### src/rtl/rgbhsl_div.sv
// pipelined restoring divider, one quotient bit per stage, extra stages only delay
module rgbhsl_div #(
   parameter int NUM_W = 23,
   parameter int QUO_W = 15,
   parameter int DEN_W = 8,
   parameter int LAT   = 17
) (
   input  logic             clock,
   input  logic             en,
   input  logic [NUM_W-1:0] num,
   input  logic [DEN_W-1:0] den,
   output logic [QUO_W-1:0] quo
);

   localparam int EXT_W = NUM_W + DEN_W;

   logic [EXT_W-1:0] num_ext;
   logic [DEN_W-1:0] rem_init;

   logic [DEN_W-1:0] rem_ff [LAT];
   logic [QUO_W-1:0] shf_ff [LAT];
   logic [DEN_W-1:0] div_ff [LAT];

   // quotient fits QUO_W bits, so the top part of the dividend is already below den
   assign num_ext  = EXT_W'(num);
   assign rem_init = num_ext[QUO_W +: DEN_W];

   for (genvar k = 0; k < LAT; k++) begin : g_stage
      logic [DEN_W-1:0] rem_prev;
      logic [QUO_W-1:0] shf_prev;
      logic [DEN_W-1:0] div_prev;
      logic [DEN_W-1:0] rem_in;
      logic [QUO_W-1:0] shf_in;

      if (k == 0) begin : g_first
         assign rem_prev = rem_init;
         assign shf_prev = num[QUO_W-1:0];
         assign div_prev = den;
      end else begin : g_next
         assign rem_prev = rem_ff[k-1];
         assign shf_prev = shf_ff[k-1];
         assign div_prev = div_ff[k-1];
      end

      if (k < QUO_W) begin : g_step
         logic [DEN_W:0] trial;
         logic [DEN_W:0] diff;
         logic           ge;

         always_comb begin
            trial  = {rem_prev, shf_prev[QUO_W-1]};
            diff   = trial - {1'b0, div_prev};
            ge     = (trial >= {1'b0, div_prev});
            rem_in = ge ? diff[DEN_W-1:0] : trial[DEN_W-1:0];
            shf_in = {shf_prev[QUO_W-2:0], ge};
         end
      end else begin : g_hold
         assign rem_in = rem_prev;
         assign shf_in = shf_prev;
      end

      always_ff @(posedge clock) begin
         if (en) begin
            rem_ff[k] <= rem_in;
            shf_ff[k] <= shf_in;
            div_ff[k] <= div_prev;
         end
      end
   end

   assign quo = shf_ff[LAT-1];

endmodule

### config.mk
export PLATFORM = sky130hd
export DESIGN_NAME = rgbhsl_div
export DESIGN_NICKNAME = d
export VERILOG_FILES = /design/src/rtl/rgbhsl_div.sv
export SDC_FILE = /design/constraint.sdc
export NUM_CORES = 1
export LEC_CHECK = 0
export ABC_AREA = 1
export BUFFER_PORTS_ARGS = -buffer_cell sky130_fd_sc_hd__buf_2
export CORE_ASPECT_RATIO = 0.75
export CORE_MARGIN = 5
export CORE_UTILIZATION = 63
export DETAILED_ROUTE_END_ITERATION = 12
export PLACE_DENSITY_LB_ADDON = 0.15
export SLEW_MARGIN = 20
export SYNTH_ARGS = -nofsm -noshare
export SYNTH_HDL_FRONTEND = slang
export SYNTH_SLANG_ARGS = --single-unit
### constraint.sdc
create_clock -name clock -period 2.4 [get_ports clock]
set_clock_uncertainty 0.05 [all_clocks]
set_input_delay 0.48 -clock clock [delete_from_list [all_inputs] [get_ports clock]]
set_output_delay 0.48 -clock clock [all_outputs]
set_load 0.05 [all_outputs]
# --- After elaboration in Yosys (flattened, before gate mapping) ---
# Memories as Yosys holds them, arrays and structs flattened.
# Index checks and enable logic that the tools add are counted.
word_totals:
  memories: 3
  output_inout_bits: 15
  in_bits: 33
  word_cells: 50
  mem_bits_rw: 527
  reg_bits: 0
classes:
  addsub: 15
  order_cmp: 15
  muxes: 17
mem_list:
  columns: ["memory", "depth", "word_bits", "rd", "rd_clocked_by_memory_dff", "write_ports", "line_no", "rtl"]
  rows:
  - ["shf_ff", 17, 15, 17, 0, 17, "21", "logic [QUO_W-1:0] shf_ff [LAT];"]
  - ["div_ff", 17, 8, 16, 0, 17, "22", "logic [DEN_W-1:0] div_ff [LAT];"]
  - ["rem_ff", 17, 8, 16, 0, 17, "20", "logic [DEN_W-1:0] rem_ff [LAT];"]
ops:
  columns: ["cell", "count"]
  rows:
  - ["$ge 9x8->1", 15]
  - ["$mux 8", 15]
  - ["$sub 8x8->8", 15]
  - ["$mux 1", 2]

# --- Longest topological paths before layout ---
# Gate-level depths: netlist of run 1.
# An unclocked memory read counts as a cell.
depth:
  word_depth: 3
  ltp_mapped: 11
  ltp_nobuf: 11

# --- Least setup slack after synthesis of run 1 ---
# OpenSTA, ideal clock, no wires.
synth_path:
  path_kind: "in2reg"
  startpoint: "in den[3]"
  endpoint: "mem rem_ff[0][7] (data pin)"
  n_path_buf: 0
  path_stages: 10
  setup_slack_ns: 0.538
  setup_ns: 0.252
  arrival_time_ns: 1.559
  t_required_ns: 2.098
  path_cell_list: "inv_1 -> ha_1 -> nand2_1 -> inv_1 -> a21oi_1 -> nand2_1 -> nand2_4 -> nand2_4 -> nand2_1 -> nand2_1"
synth_lines:
  columns: ["element", "line_no", "rtl"]
  rows:
  - ["from (decl)", "11", "input logic [DEN_W-1:0] den,"]
  - ["to (decl)", "20", null]

==> flow_summary.rst, run 1 <==
.. list-table::
   :header-rows: 1

   * - Metric
     - Value
   * - # setup viols final
     - 0
   * - Top-level port count
     - 48
   * - Area of the core
     - 35660 µm²
   * - Top FF cell, synth
     - sky130_fd_sc_hd__edfxtp_1
   * - Ant diodes
     - 0
   * - Max incr delay on CP
     - 0.40 ns
   * - Clock tree root driver cell
     - sky130_fd_sc_hd__clkbuf_16
   * - Vias
     - 14010
   * - Total routed wirelength
     - 39.73 mm
   * - Initial core utilization
     - 0.6338
   * - Post-route ant nets
     - 0
   * - Share of cell area taken by muxes after synthesis
     - 0
   * - Post-CTS setup buffer count
     - 0
   * - Hold/Removal Path Class
     - input pin to flop
   * - Worst-path cell chain
     - inv_1 -> ha_1 -> nand2_1 -> inv_2 -> a21oi_1 -> nand2_1 -> nand2_2 -> nand2_4 -> nand2_1 -> nand2_1
   * - Fillers
     - 2598
   * - Most numerous cell on the critical path
     - sky130_fd_sc_hd__nand2_1
   * - Row cnt
     - 60
   * - Syn-to-layout area delta
     - 10.78%
   * - Max Cap Viol
     - 0
   * - Post-DP HPWL
     - 28.65 mm
   * - Basic-gate share of the synthesized area counting and, or, nand and nor cells
     - 0.1904
   * - Worst slew margin
     - 0.6572
   * - Synthesized-area fraction occupied by ao, oa, aoi and oai cells
     - 0.01506
   * - Maximum clock frequency
     - 472.7 MHz
   * - Combinational family with the most area after synthesis
     - simple AND/OR/NAND/NOR gates
   * - Most common cell after layout, fill and taps aside
     - sky130_fd_sc_hd__nand2_1
   * - Design Area, Final
     - 25040 µm²
   * - Pre-antenna DRT Iters
     - 5
   * - Global placement routability congestion
     - 0.9061
   * - Leakage power
     - 11.30 nW
   * - CP endpoint kind
     - flop
   * - Post-detailed-placement cell area
     - 23600 µm²
   * - Slew at the pin with the worst max-slew slack
     - 0.5142 ns
   * - Time the worst path needs with I/O delays and setup
     - 2.115 ns
   * - Vias in the first global route
     - 13390
   * - Initial antenna violation count
     - 0
   * - Number of buffers inserted by port buffering
     - 47
   * - Slowest CP cell
     - sky130_fd_sc_hd__edfxtp_1
   * - Maximum number of buffers from clock root to sink
     - 3
   * - Global-route wire length before repair
     - 66.55 mm
   * - Cells after Synth
     - 2056
   * - Share of post-route cells with drive strength above 1
     - 0.08636
   * - EDFF count, synth
     - 479
   * - Post-cts sizing count
     - 0
   * - Top delay family on crit path
     - simple AND/OR/NAND/NOR gates
   * - Status
     - finished, final reports clean
   * - Die W
     - 228.7 µm
   * - Post-synthesis adder-cell area fraction
     - 0.07884
   * - Post-synth cell types
     - 24
   * - Number of storage elements in the synthesis netlist
     - 479
   * - Post-synthesis net count
     - 2223
   * - Arrival time at the worst endpoint
     - 2.37 ns
   * - Power density normalized to cell area
     - 1117 nW/µm²
   * - Die boundary height
     - 174.0 µm
   * - Largest vdd supply drop
     - 0.6251 mV
   * - CTS clk-pin slew, worst paths
     - 0.06 ns
   * - TritonCTS clock tree
     - built
   * - Summed instance area of the synthesized netlist
     - 22600 µm²
   * - Clock insertion delay at the later pin of the skew report
     - 0.56 ns
   * - Total count of max-transition violations in the final report
     - 0
   * - Unrepaired setup endpoints after global routing
     - no
   * - Final Net Count
     - 2332
   * - Detailed-route wire length per cell
     - 14.91 µm
   * - Register area share after synthesis
     - 0.6364
   * - Buffers and inverters on the worst path
     - 2
   * - Global-route usage over all layers
     - 0.2021
   * - Avg Cell Area, Syn
     - 10.99 µm²
   * - Async set or reset register ratio after synthesis
     - 0
   * - Number of endpoints with negative hold slack in the final report
     - 0
   * - Type of the worst setup path
     - flop to flop
   * - Total number of yosys warnings
     - 0
   * - Maximum number of pins on one net before global-route repair
     - 83
   * - Total congestion overflow after global routing
     - 0
   * - Final TNS setup
     - 0 ns
   * - Number of levels in the clock H-tree
     - 2
   * - Vias per cell
     - 5.257
   * - Crit path max fanout
     - 9
   * - CTS hold repair buffers
     - 0
   * - Startpoint class of the critical path
     - flop
   * - Number of remaining DRC errors
     - 0
   * - Xor/xnor cell area share of the yosys netlist
     - 0.01628
   * - Final clock period utilization by the worst path
     - 0.8814
   * - Clock buffer count from CTS
     - 44
   * - Commonest cells after routing, fill and taps aside
     - sky130_fd_sc_hd__nand2_1 (614), sky130_fd_sc_hd__edfxtp_1 (479), sky130_fd_sc_hd__inv_1 (330), sky130_fd_sc_hd__nand3_1 (203), sky130_fd_sc_hd__ha_1 (120)
   * - Total die area
     - 39800 µm²
   * - Req. time, crit path
     - 2.65 ns
   * - Initial detailed-routing violation count
     - 1140
   * - Number of clock sinks seen by CTS
     - 479
cell usage after synthesis, drive strengths merged (5+ instances only):
cell | n | share of area
a21oi | 64 | 0.015
xnor2 | 14 | 0.0054
ha | 120 | 0.066
xor2 | 28 | 0.011
nor2 | 85 | 0.015
fa | 14 | 0.012
buf | 16 | 0.0078
nand3 | 203 | 0.045
nand3b | 5 | 0.0017
edfxtp | 479 | 0.64
nand2 | 645 | 0.12
nor3 | 16 | 0.0035
inv | 332 | 0.055
nand4 | 30 | 0.0083
stage by stage:
| stage | setup WS [ns] | total power, mW | utilization | hold WS, ns | instances |
|---|---|---|---|---|---|
| 2_1_floorplan | 0.5384 | 18.83 | - | 0.3503 | 2056 |
| 3_3_place_gp | 0.2406 | 20.84 | 0.6619 | 0.3502 | 2584 |
| 3_5_place_dp | 0.1864 | 21.05 | 0.6619 | 0.3545 | 2584 |
| 4_1_cts | 0.3081 | 28.06 | 0.7021 | 0.02125 | 2665 |
| 5_1_grt | 0.1709 | 29.98 | 0.7021 | 0.02445 | 2665 |
| 6_report | 0.2847 | 27.97 | 0.7021 | 0.04754 | 2665 |
power breakdown:
group          switching, mW  internal, mW  total (mW)  leakage [nW]
clock                   2.96          3.94        6.90         0.692
sequential             0.840          11.2        12.0          4.69
combinational           5.71          3.31        9.03          5.92
worst paths after layout:
| kind | start | endpoint | slack (ns) | cells past startpoint |
|---|---|---|---|---|
| max | div_ff[0][19] | rem_ff[0][29] | 0.28 | 10 |
| min | num[13] | shf_ff[0][14] | 0.05 | 1 |
| max reg2reg | div_ff[0][19] | rem_ff[0][29] | 0.28 | 10 |
| min reg2reg | shf_ff[0][49] | shf_ff[0][65] | 0.36 | 0 |
routing by layer:
| layer | vias to the layer above | GRT usage | wire (µm) | part of all wire |
|---|---|---|---|---|
| met4 | 0 | 0.04989 | 660 | 0.017 |
| li1 | 7082 | - | - | - |
| met1 | 6495 | 0.3246 | 19960 | 0.50 |
| met5 | - | 0 | 0 | 0 |
| met3 | 61 | 0.03054 | 2398 | 0.060 |
| met2 | 371 | 0.2934 | 16710 | 0.42 |
area by class of cell:
| type | count | area, µm² | share of cell area |
|---|---|---|---|
| clock buffers | 51 | 1127 | 0.04503 |
| flip-flops and latches | 479 | 14380 | 0.5745 |
| repair buffers | 79 | 598.1 | 0.02389 |
| well taps | 465 | 581.8 | 0.02324 |
| inverters | 332 | 1246 | 0.04977 |
| multi-input cells | 1229 | 6794 | 0.2714 |
| clock inverters | 30 | 306.5 | 0.01224 |
cells by family after synthesis:
group / count (synthesis)
AOI/OAI and AO/OA: 65
adders and majority gates: 134
xor gates and xnor gates: 42
buffers and inverters: 348
DFF: 479
and+or+nand+nor: 988
worst register-to-register path: stages, from the launching register on:
cell and delay (ns):
sky130_fd_sc_hd__edfxtp_1 0.40, sky130_fd_sc_hd__inv_1 0.06, sky130_fd_sc_hd__ha_1 0.38, sky130_fd_sc_hd__nand2_1 0.14
sky130_fd_sc_hd__inv_2 0.04, sky130_fd_sc_hd__a21oi_1 0.19, sky130_fd_sc_hd__nand2_1 0.11, sky130_fd_sc_hd__nand2_2 0.20
sky130_fd_sc_hd__nand2_4 0.12, sky130_fd_sc_hd__nand2_1 0.10, sky130_fd_sc_hd__nand2_1 0.08
registers in the layout, summed over array words and instances, names as in the netlist:
register and flops:
div_ff 112, shf_ff 255, rem_ff 112
Note: power is estimated with default switching activity, not from simulation.
==> inputs of run 2 (changes only) <==
--- a/config.mk
+++ b/config.mk
@@ -5,7 +5,7 @@
 export SDC_FILE = /design/constraint.sdc
 export NUM_CORES = 1
 export LEC_CHECK = 0
-export ABC_AREA = 1
+export ABC_AREA = 0
 export BUFFER_PORTS_ARGS = -buffer_cell sky130_fd_sc_hd__buf_2
 export CORE_ASPECT_RATIO = 0.75
 export CORE_MARGIN = 5
==> flow_summary.rst, run 2 <==
.. list-table::
   :header-rows: 1

   * - Metric
     - Value
   * - Most common cell after layout, fill and taps aside
     - sky130_fd_sc_hd__edfxtp_1
   * - # setup viols final
     - 0
   * - Global-route usage over all layers
     - 0.1862
   * - Cell with the most instances after synthesis
     - sky130_fd_sc_hd__edfxtp_1
   * - Final Net Count
     - 1766
   * - Number of storage elements in the synthesis netlist
     - 479
   * - CP endpoint kind
     - flop
   * - Pre-antenna DRT Iters
     - 5
   * - CTS hold repair buffers
     - 0
   * - Maximum number of pins on one net before global-route repair
     - 95
   * - Type of the worst setup path
     - flop to flop
   * - CTS clk-pin slew, worst paths
     - 0.06 ns
   * - EDFF count, synth
     - 479
   * - Number of buffers inserted by port buffering
     - 47
   * - Area contributors post-synth
     - sky130_fd_sc_hd__edfxtp_1 (68%), sky130_fd_sc_hd__ha_1 (7.1%), sky130_fd_sc_hd__inv_1 (3.0%), sky130_fd_sc_hd__nand2_1 (2.0%), sky130_fd_sc_hd__o21ai_1 (1.6%)
   * - Post-DP HPWL
     - 23.91 mm
   * - Top FF cell, synth
     - sky130_fd_sc_hd__edfxtp_1
   * - Total count of max-transition violations in the final report
     - 0
   * - Summed instance area of the synthesized netlist
     - 21270 µm²
   * - Number of remaining DRC errors
     - 0
   * - Total die area
     - 37580 µm²
   * - Detailed-route wire length per cell
     - 16.75 µm
   * - Register with the highest flop count
     - shf_ff
   * - Die boundary height
     - 169.1 µm
   * - Maximum number of buffers from clock root to sink
     - 3
   * - TritonCTS clock tree
     - built
   * - Reg-to-Reg Start
     - rem_ff[0][97]
   * - Worst slew margin
     - 0.6027
   * - Post-synthesis net count
     - 1630
   * - Async set or reset register ratio after synthesis
     - 0
   * - Slowest CP cell
     - sky130_fd_sc_hd__ha_1
   * - Crit path max fanout
     - 6
   * - Number of endpoints with negative hold slack in the final report
     - 0
   * - Cell accounting for the most synthesized area
     - sky130_fd_sc_hd__edfxtp_1
   * - Setup slack, reg-to-reg
     - 0.06 ns
   * - Leakage power
     - 9.341 nW
   * - Req. time, crit path
     - 2.65 ns
   * - Clock insertion delay at the later pin of the skew report
     - 0.55 ns
   * - Status
     - finished, final reports clean
   * - Vias in the first global route
     - 11480
   * - Clock tree root driver cell
     - sky130_fd_sc_hd__clkbuf_16
   * - Initial detailed-routing violation count
     - 915
   * - Hold/Removal Path Class
     - input pin to flop
   * - Ant diodes
     - 0
   * - Share of the synthesized area in the top cell type
     - 0.6761
   * - Maximum clock frequency
     - 426.8 MHz
   * - Endpoint of the lowest-slack register-to-register path
     - rem_ff[0][111]
   * - Regs by FF count
     - shf_ff x255, div_ff x112, rem_ff x112
   * - Vias per cell
     - 5.619
   * - Most numerous cell on the critical path
     - sky130_fd_sc_hd__buf_4
   * - Share of post-route cells with drive strength above 1
     - 0.1293
   * - Die W
     - 222.2 µm
   * - Total number of yosys warnings
     - 0
   * - Share of the core filled with cells
     - 0.7167
   * - Max Cap Viol
     - 0
   * - Total congestion overflow after global routing
     - 0
   * - Number of levels in the clock H-tree
     - 2
   * - Row cnt
     - 58
   * - Clock buffer count from CTS
     - 45
   * - Global placement routability congestion
     - 0.9016
   * - Time the worst path needs with I/O delays and setup
     - 2.343 ns
   * - Post-detailed-placement cell area
     - 22390 µm²
   * - Global-route wire length before repair
     - 57.42 mm
   * - Syn-to-layout area delta
     - 12.70%
   * - Crit path to
     - rem_ff[0][111]
   * - Worst-path cell chain
     - ha_1 -> nand2_1 -> o21ai_1 -> a221oi_4 -> buf_4 -> buf_4 -> o41a_1
   * - Initial antenna violation count
     - 0
   * - Area of the core
     - 33450 µm²
   * - Power density normalized to cell area
     - 1122 nW/µm²
   * - Total routed wirelength
     - 34.87 mm
   * - Arrival time at the worst endpoint
     - 2.59 ns
   * - Fillers
     - 2157
   * - Startpoint class of the critical path
     - flop
   * - Initial core utilization
     - 0.6359
   * - Top-level port count
     - 48
   * - Post-route ant nets
     - 0
   * - WHS
     - 0.04630 ns
   * - Worst Setup SP
     - rem_ff[0][97]
   * - Cells after Synth
     - 1463
   * - Flip-flop count of the largest register after layout
     - 255
   * - Max incr delay on CP
     - 0.43 ns
   * - Vias
     - 11700
   * - Number of clock sinks seen by CTS
     - 479
   * - Design Area, Final
     - 23980 µm²
   * - Avg Cell Area, Syn
     - 14.54 µm²
   * - Commonest cells after routing, fill and taps aside
     - sky130_fd_sc_hd__edfxtp_1 (479), sky130_fd_sc_hd__inv_1 (171), sky130_fd_sc_hd__ha_1 (118), sky130_fd_sc_hd__nand2_1 (114), sky130_fd_sc_hd__o21ai_1 (65)
   * - Worst r2r path cells
     - 7
   * - Post-synth cell types
     - 53
   * - Register area share after synthesis
     - 0.6761
   * - Final clock period utilization by the worst path
     - 0.9762
   * - Largest vdd supply drop
     - 0.6970 mV
   * - Most used standard cells in the synthesized netlist
     - sky130_fd_sc_hd__edfxtp_1 (479), sky130_fd_sc_hd__inv_1 (171), sky130_fd_sc_hd__ha_1 (120)
   * - Slew at the pin with the worst max-slew slack
     - 0.5959 ns
run 2: repair_timing:
action / CTS / global route
setup buffers: 0 / 13
setup endpoints to repair: 0 / 41
endpoints found under the hold margin: 0 / 0
resized for setup: 0 / 11
run 2: per-stage QoR:
| stage | instances | TNS (ns) | setup slack, ns | power [mW] |
|---|---|---|---|---|
| after floorplan | 1463 | 0 | 0.2634 | 17.68 |
| after global placement | 1989 | 0 | 0.05705 | 19.40 |
| after detailed placement | 1989 | -0.01539 | -0.006646 | 19.74 |
| after CTS | 2069 | 0 | 0.03455 | 26.76 |
| after global routing | 2082 | -0.01257 | -0.005215 | 28.51 |
| final | 2082 | 0 | 0.05709 | 26.90 |
run 2: worst max-delay path, delay by kind of cell (launching register included):
kind	cells	cell delay (ns)
AO/OA/AOI/OAI	3	0.81
adder cells (fa/ha/maj)	1	0.43
flip-flops	1	0.41
AND/OR/NAND/NOR	1	0.08
buffers and inverters	2	0.31
run 2: final cells by class:
cell class | count | area, µm² | share of cell area
Clock buffer | 52 | 1152 | 0.04806
Clock inverter | 28 | 281.5 | 0.01174
Inverter | 172 | 645.6 | 0.02693
Multi-Input combinational cell | 803 | 6222 | 0.2595
Sequential cell | 479 | 14380 | 0.5999
Tap cell | 450 | 563.0 | 0.02348
Timing Repair Buffer | 98 | 728.2 | 0.03037
run 2: power by group:
| group | leakage, nW | switching (mW) | internal, mW |
|---|---|---|---|
| registers | 4.67 | 0.625 | 11.1 |
| logic | 3.99 | 4.52 | 3.71 |
| clock network | 0.686 | 3.00 | 3.90 |
run 2: logic make-up after synthesis:
family / Yosys count / share of synthesized area
AO/OA/AOI/OAI: 306 / 0.1034
flip-flops: 479 / 0.6761
XOR/XNOR: 42 / 0.01729
multiplexers: 36 / 0.01923
adder cells (fa/ha/maj): 134 / 0.08375
buffers and inverters: 181 / 0.03352
AND/OR/NAND/NOR: 285 / 0.06670
run 2: worst min-delay path by stage:
| stage | from | to | slack (ns) | cells past startpoint |
|---|---|---|---|---|
| 6_report | num[12] | shf_ff[0][13] | 0.05 | 1 |
| 3_5_place_dp | shf_ff[0][102] | shf_ff[0][118] | 0.35 | 0 |
| 4_1_cts | num[12] | shf_ff[0][13] | 0.02 | 1 |
| 2_1_floorplan | shf_ff[0][84] | shf_ff[0][100] | 0.35 | 0 |
| 3_3_place_gp | shf_ff[1][58] | shf_ff[1][74] | 0.35 | 0 |
| 5_1_grt | num[12] | shf_ff[0][13] | 0.02 | 1 |
run 2: metal layers:
layer,vias to the layer above,wire length (µm),GRT usage
li1,5711,-,-
met1,5655,16270,0.2730
met2,278,16290,0.2967
met3,55,1662,0.03389
met4,0,648,0.04634
met5,-,0,0
==> inputs of run 3 (changes only) <==
--- a/config.mk
+++ b/config.mk
@@ -7,9 +7,11 @@
 export LEC_CHECK = 0
 export ABC_AREA = 0
 export BUFFER_PORTS_ARGS = -buffer_cell sky130_fd_sc_hd__buf_2
+export CELL_PAD_IN_SITES_DETAIL_PLACEMENT = 1
+export CELL_PAD_IN_SITES_GLOBAL_PLACEMENT = 2
 export CORE_ASPECT_RATIO = 0.75
-export CORE_MARGIN = 5
-export CORE_UTILIZATION = 63
+export CORE_MARGIN = 2
+export CORE_UTILIZATION = 46
 export DETAILED_ROUTE_END_ITERATION = 12
 export PLACE_DENSITY_LB_ADDON = 0.15
 export SLEW_MARGIN = 20
==> flow_summary.rst, run 3 (synthesized netlist as in run 2, its figures left out) <==
.. list-table::
   :header-rows: 1

   * - Metric
     - Value
   * - Status
     - finished, final reports clean
   * - Worst Min Path Start
     - den[0]
   * - Largest vdd supply drop
     - 0.5689 mV
   * - WHS
     - 0.04445 ns
   * - Reg-to-Reg Start
     - rem_ff[0][61]
   * - Vias
     - 11740
   * - Clock insertion delay at the later pin of the skew report
     - 0.58 ns
   * - Final TNS setup
     - 0 ns
   * - Share of post-route cells with drive strength above 1
     - 0.1345
   * - Global Route met1 Usage
     - 0.2522
   * - Number of remaining DRC errors
     - 0
   * - Endpoint of the lowest-slack register-to-register path
     - rem_ff[0][68]
   * - Share of the core filled with cells
     - 0.5336
   * - Number of buffers inserted by port buffering
     - 47
   * - Clock tree root driver cell
     - sky130_fd_sc_hd__clkbuf_16
   * - Internal power
     - 19.16 mW
   * - Share of total power in combinational logic
     - 0.307
   * - Most numerous cell on the critical path
     - sky130_fd_sc_hd__a21oi_1
   * - Post-route ant nets
     - 0
   * - Placed cells
     - 2148
   * - Initial core utilization
     - 0.4639
   * - Net switching fraction of the power
     - 0.3052
   * - Unrepaired setup endpoints after global routing
     - yes
   * - Total count of max-transition violations in the final report
     - 0
   * - Pre-antenna DRT Iters
     - 5
   * - Startpoint class of the critical path
     - flop
   * - Clk network pwr share
     - 0.263
   * - Arrival time at the worst endpoint
     - 2.60 ns
   * - Worst-path cell chain
     - ha_1 -> a21oi_1 -> o21ai_0 -> a21oi_1 -> o31ai_4 -> buf_12 -> mux2_4
   * - Area of the core
     - 45860 µm²
   * - Post-place setup slack
     - -0.007256 ns
   * - Post-DP HPWL
     - 28.44 mm
   * - Endpoint of the worst hold path
     - div_ff[0][0]
   * - Power density normalized to cell area
     - 1127 nW/µm²
   * - Vias per cell
     - 5.211
   * - Type of the worst setup path
     - flop to flop
   * - Maximum number of pins on one net before global-route repair
     - 67
   * - Register with the highest flop count
     - shf_ff
   * - Time the worst path needs with I/O delays and setup
     - 2.318 ns
   * - Total congestion overflow after global routing
     - 0
   * - Hold path cells
     - 1
   * - Clock buffer count from CTS
     - 48
   * - TritonCTS clock tree
     - built
   * - Global-route wire length before repair
     - 64.76 mm
   * - Worst Setup SP
     - rem_ff[0][61]
   * - Initial antenna violation count
     - 1
   * - Setup slack, reg-to-reg
     - 0.08 ns
   * - Fraction of power consumed by sequential logic
     - 0.430
   * - Most common cell after layout, fill and taps aside
     - sky130_fd_sc_hd__edfxtp_1
   * - Number of clock sinks seen by CTS
     - 479
   * - Maximum number of buffers from clock root to sink
     - 3
   * - Slowest CP cell
     - sky130_fd_sc_hd__edfxtp_1
   * - Total routed wirelength
     - 40.03 mm
   * - Vias in the first global route
     - 12270
   * - Crit path max fanout
     - 8
   * - Final clock period utilization by the worst path
     - 0.9660
   * - Final Total Pwr
     - 27.58 mW
   * - Max incr delay on CP
     - 0.41 ns
   * - Req. time, crit path
     - 2.68 ns
   * - Row cnt
     - 68
   * - Met2 routing resource usage after global routing
     - 0.2604
   * - Ant diodes
     - 0
   * - Hold/Removal Path Class
     - input pin to flop
   * - Fin cells
     - 2253
   * - Final Net Count
     - 1791
   * - CP endpoint kind
     - flop
   * - Worst r2r path cells
     - 7
   * - Die boundary height
     - 190.2 µm
   * - # setup viols final
     - 0
   * - Flip-flop count of the largest register after layout
     - 255
   * - Design Area, Final
     - 24470 µm²
   * - Slew at the pin with the worst max-slew slack
     - 0.4544 ns
   * - Maximum clock frequency
     - 431.3 MHz
   * - Detailed-route wire length per cell
     - 17.77 µm
   * - Global placement routability congestion
     - 0.8076
   * - Total die area
     - 48000 µm²
   * - Worst slew margin
     - 0.6966
   * - Initial detailed-routing violation count
     - 594
   * - CTS clk-pin slew, worst paths
     - 0.06 ns
   * - Regs by FF count
     - shf_ff x255, div_ff x112, rem_ff x112
   * - Most crowded layer after global routing
     - met2
   * - Number of levels in the clock H-tree
     - 2
   * - Met3 GRT Util
     - 0.02853
   * - Syn-to-layout area delta
     - 15.03%
   * - Leakage power
     - 9.498 nW
   * - Smallest setup slack after layout
     - 0.08152 ns
   * - Top-level port count
     - 48
   * - Die W
     - 252.3 µm
   * - Post-detailed-placement cell area
     - 22690 µm²
   * - Number of endpoints with negative hold slack in the final report
     - 0
   * - Commonest cells after routing, fill and taps aside
     - sky130_fd_sc_hd__edfxtp_1 (479), sky130_fd_sc_hd__inv_1 (170), sky130_fd_sc_hd__ha_1 (118), sky130_fd_sc_hd__nand2_1 (114), sky130_fd_sc_hd__o21ai_1 (66)
   * - Max Cap Viol
     - 0
   * - Global-route usage over all layers
     - 0.1712
   * - Sw power
     - 8.416 mW
-- run 3: cell count changes in the layout (fill, tap and decap cells not counted), sizes merged --
cell | previous run | this run
clkinvlp | 5 | 6
dlygate4sd3 | 0 | 16
buf | 98 | 104
clkbuf | 52 | 55
-- run 3: worst max-delay path by stage --
stage | to | cells after the start
floorplan | rem_ff[0][0] | 7
global placement | rem_ff[0][50] | 7
detailed placement | rem_ff[0][50] | 7
CTS | rem_ff[0][50] | 6
global route | rem_ff[0][49] | 8
finish | rem_ff[0][68] | 7
-- run 3: timing repair --
item,4_1_cts,5_1_grt
hold buffers,16,0
setup endpoints to repair,1,32
pin swaps,0,7
endpoints found under the hold margin,16,0
gates resized for setup,0,15
setup buffers,1,4
-- run 3: final cells by class --
| class | instances | area [µm²] |
|---|---|---|
| Sequential cell | 479 | 14380 |
| Clock buffer | 55 | 1249 |
| Timing Repair Buffer | 120 | 945.9 |
| Fill cell | 4473 | 21390 |
| Inverter | 172 | 645.6 |
| Clock inverter | 29 | 265.3 |
| Tap cell | 595 | 744.5 |
| Multi-Input combinational cell | 803 | 6237 |
-- run 3: power by group through the flow --
| stage | clock network (mW) | logic [mW] | registers, mW |
|---|---|---|---|
| detailed placement | 0 | 8.18 | 12.0 |
| global route | 7.85 | 9.46 | 12.0 |
| finish | 7.27 | 8.46 | 11.8 |
| CTS | 7.54 | 8.26 | 11.9 |
| global placement | 0 | 7.92 | 12.0 |
| floorplan | 0 | 5.96 | 11.7 |
-- run 3: layer usage --
metal,up-vias,share of wire
met1,5757,0.50
met2,157,0.44
met4,0,0.021
met5,-,0
li1,5767,-
met3,60,0.036
-- run 3: worst max-delay path: cells and delay by family (launching register included) --
family | cells | cell delay, ns
mux | 1 | 0.29
flops | 1 | 0.41
compound gates | 4 | 0.85
fa+ha+maj | 1 | 0.31
buf+inv | 1 | 0.16
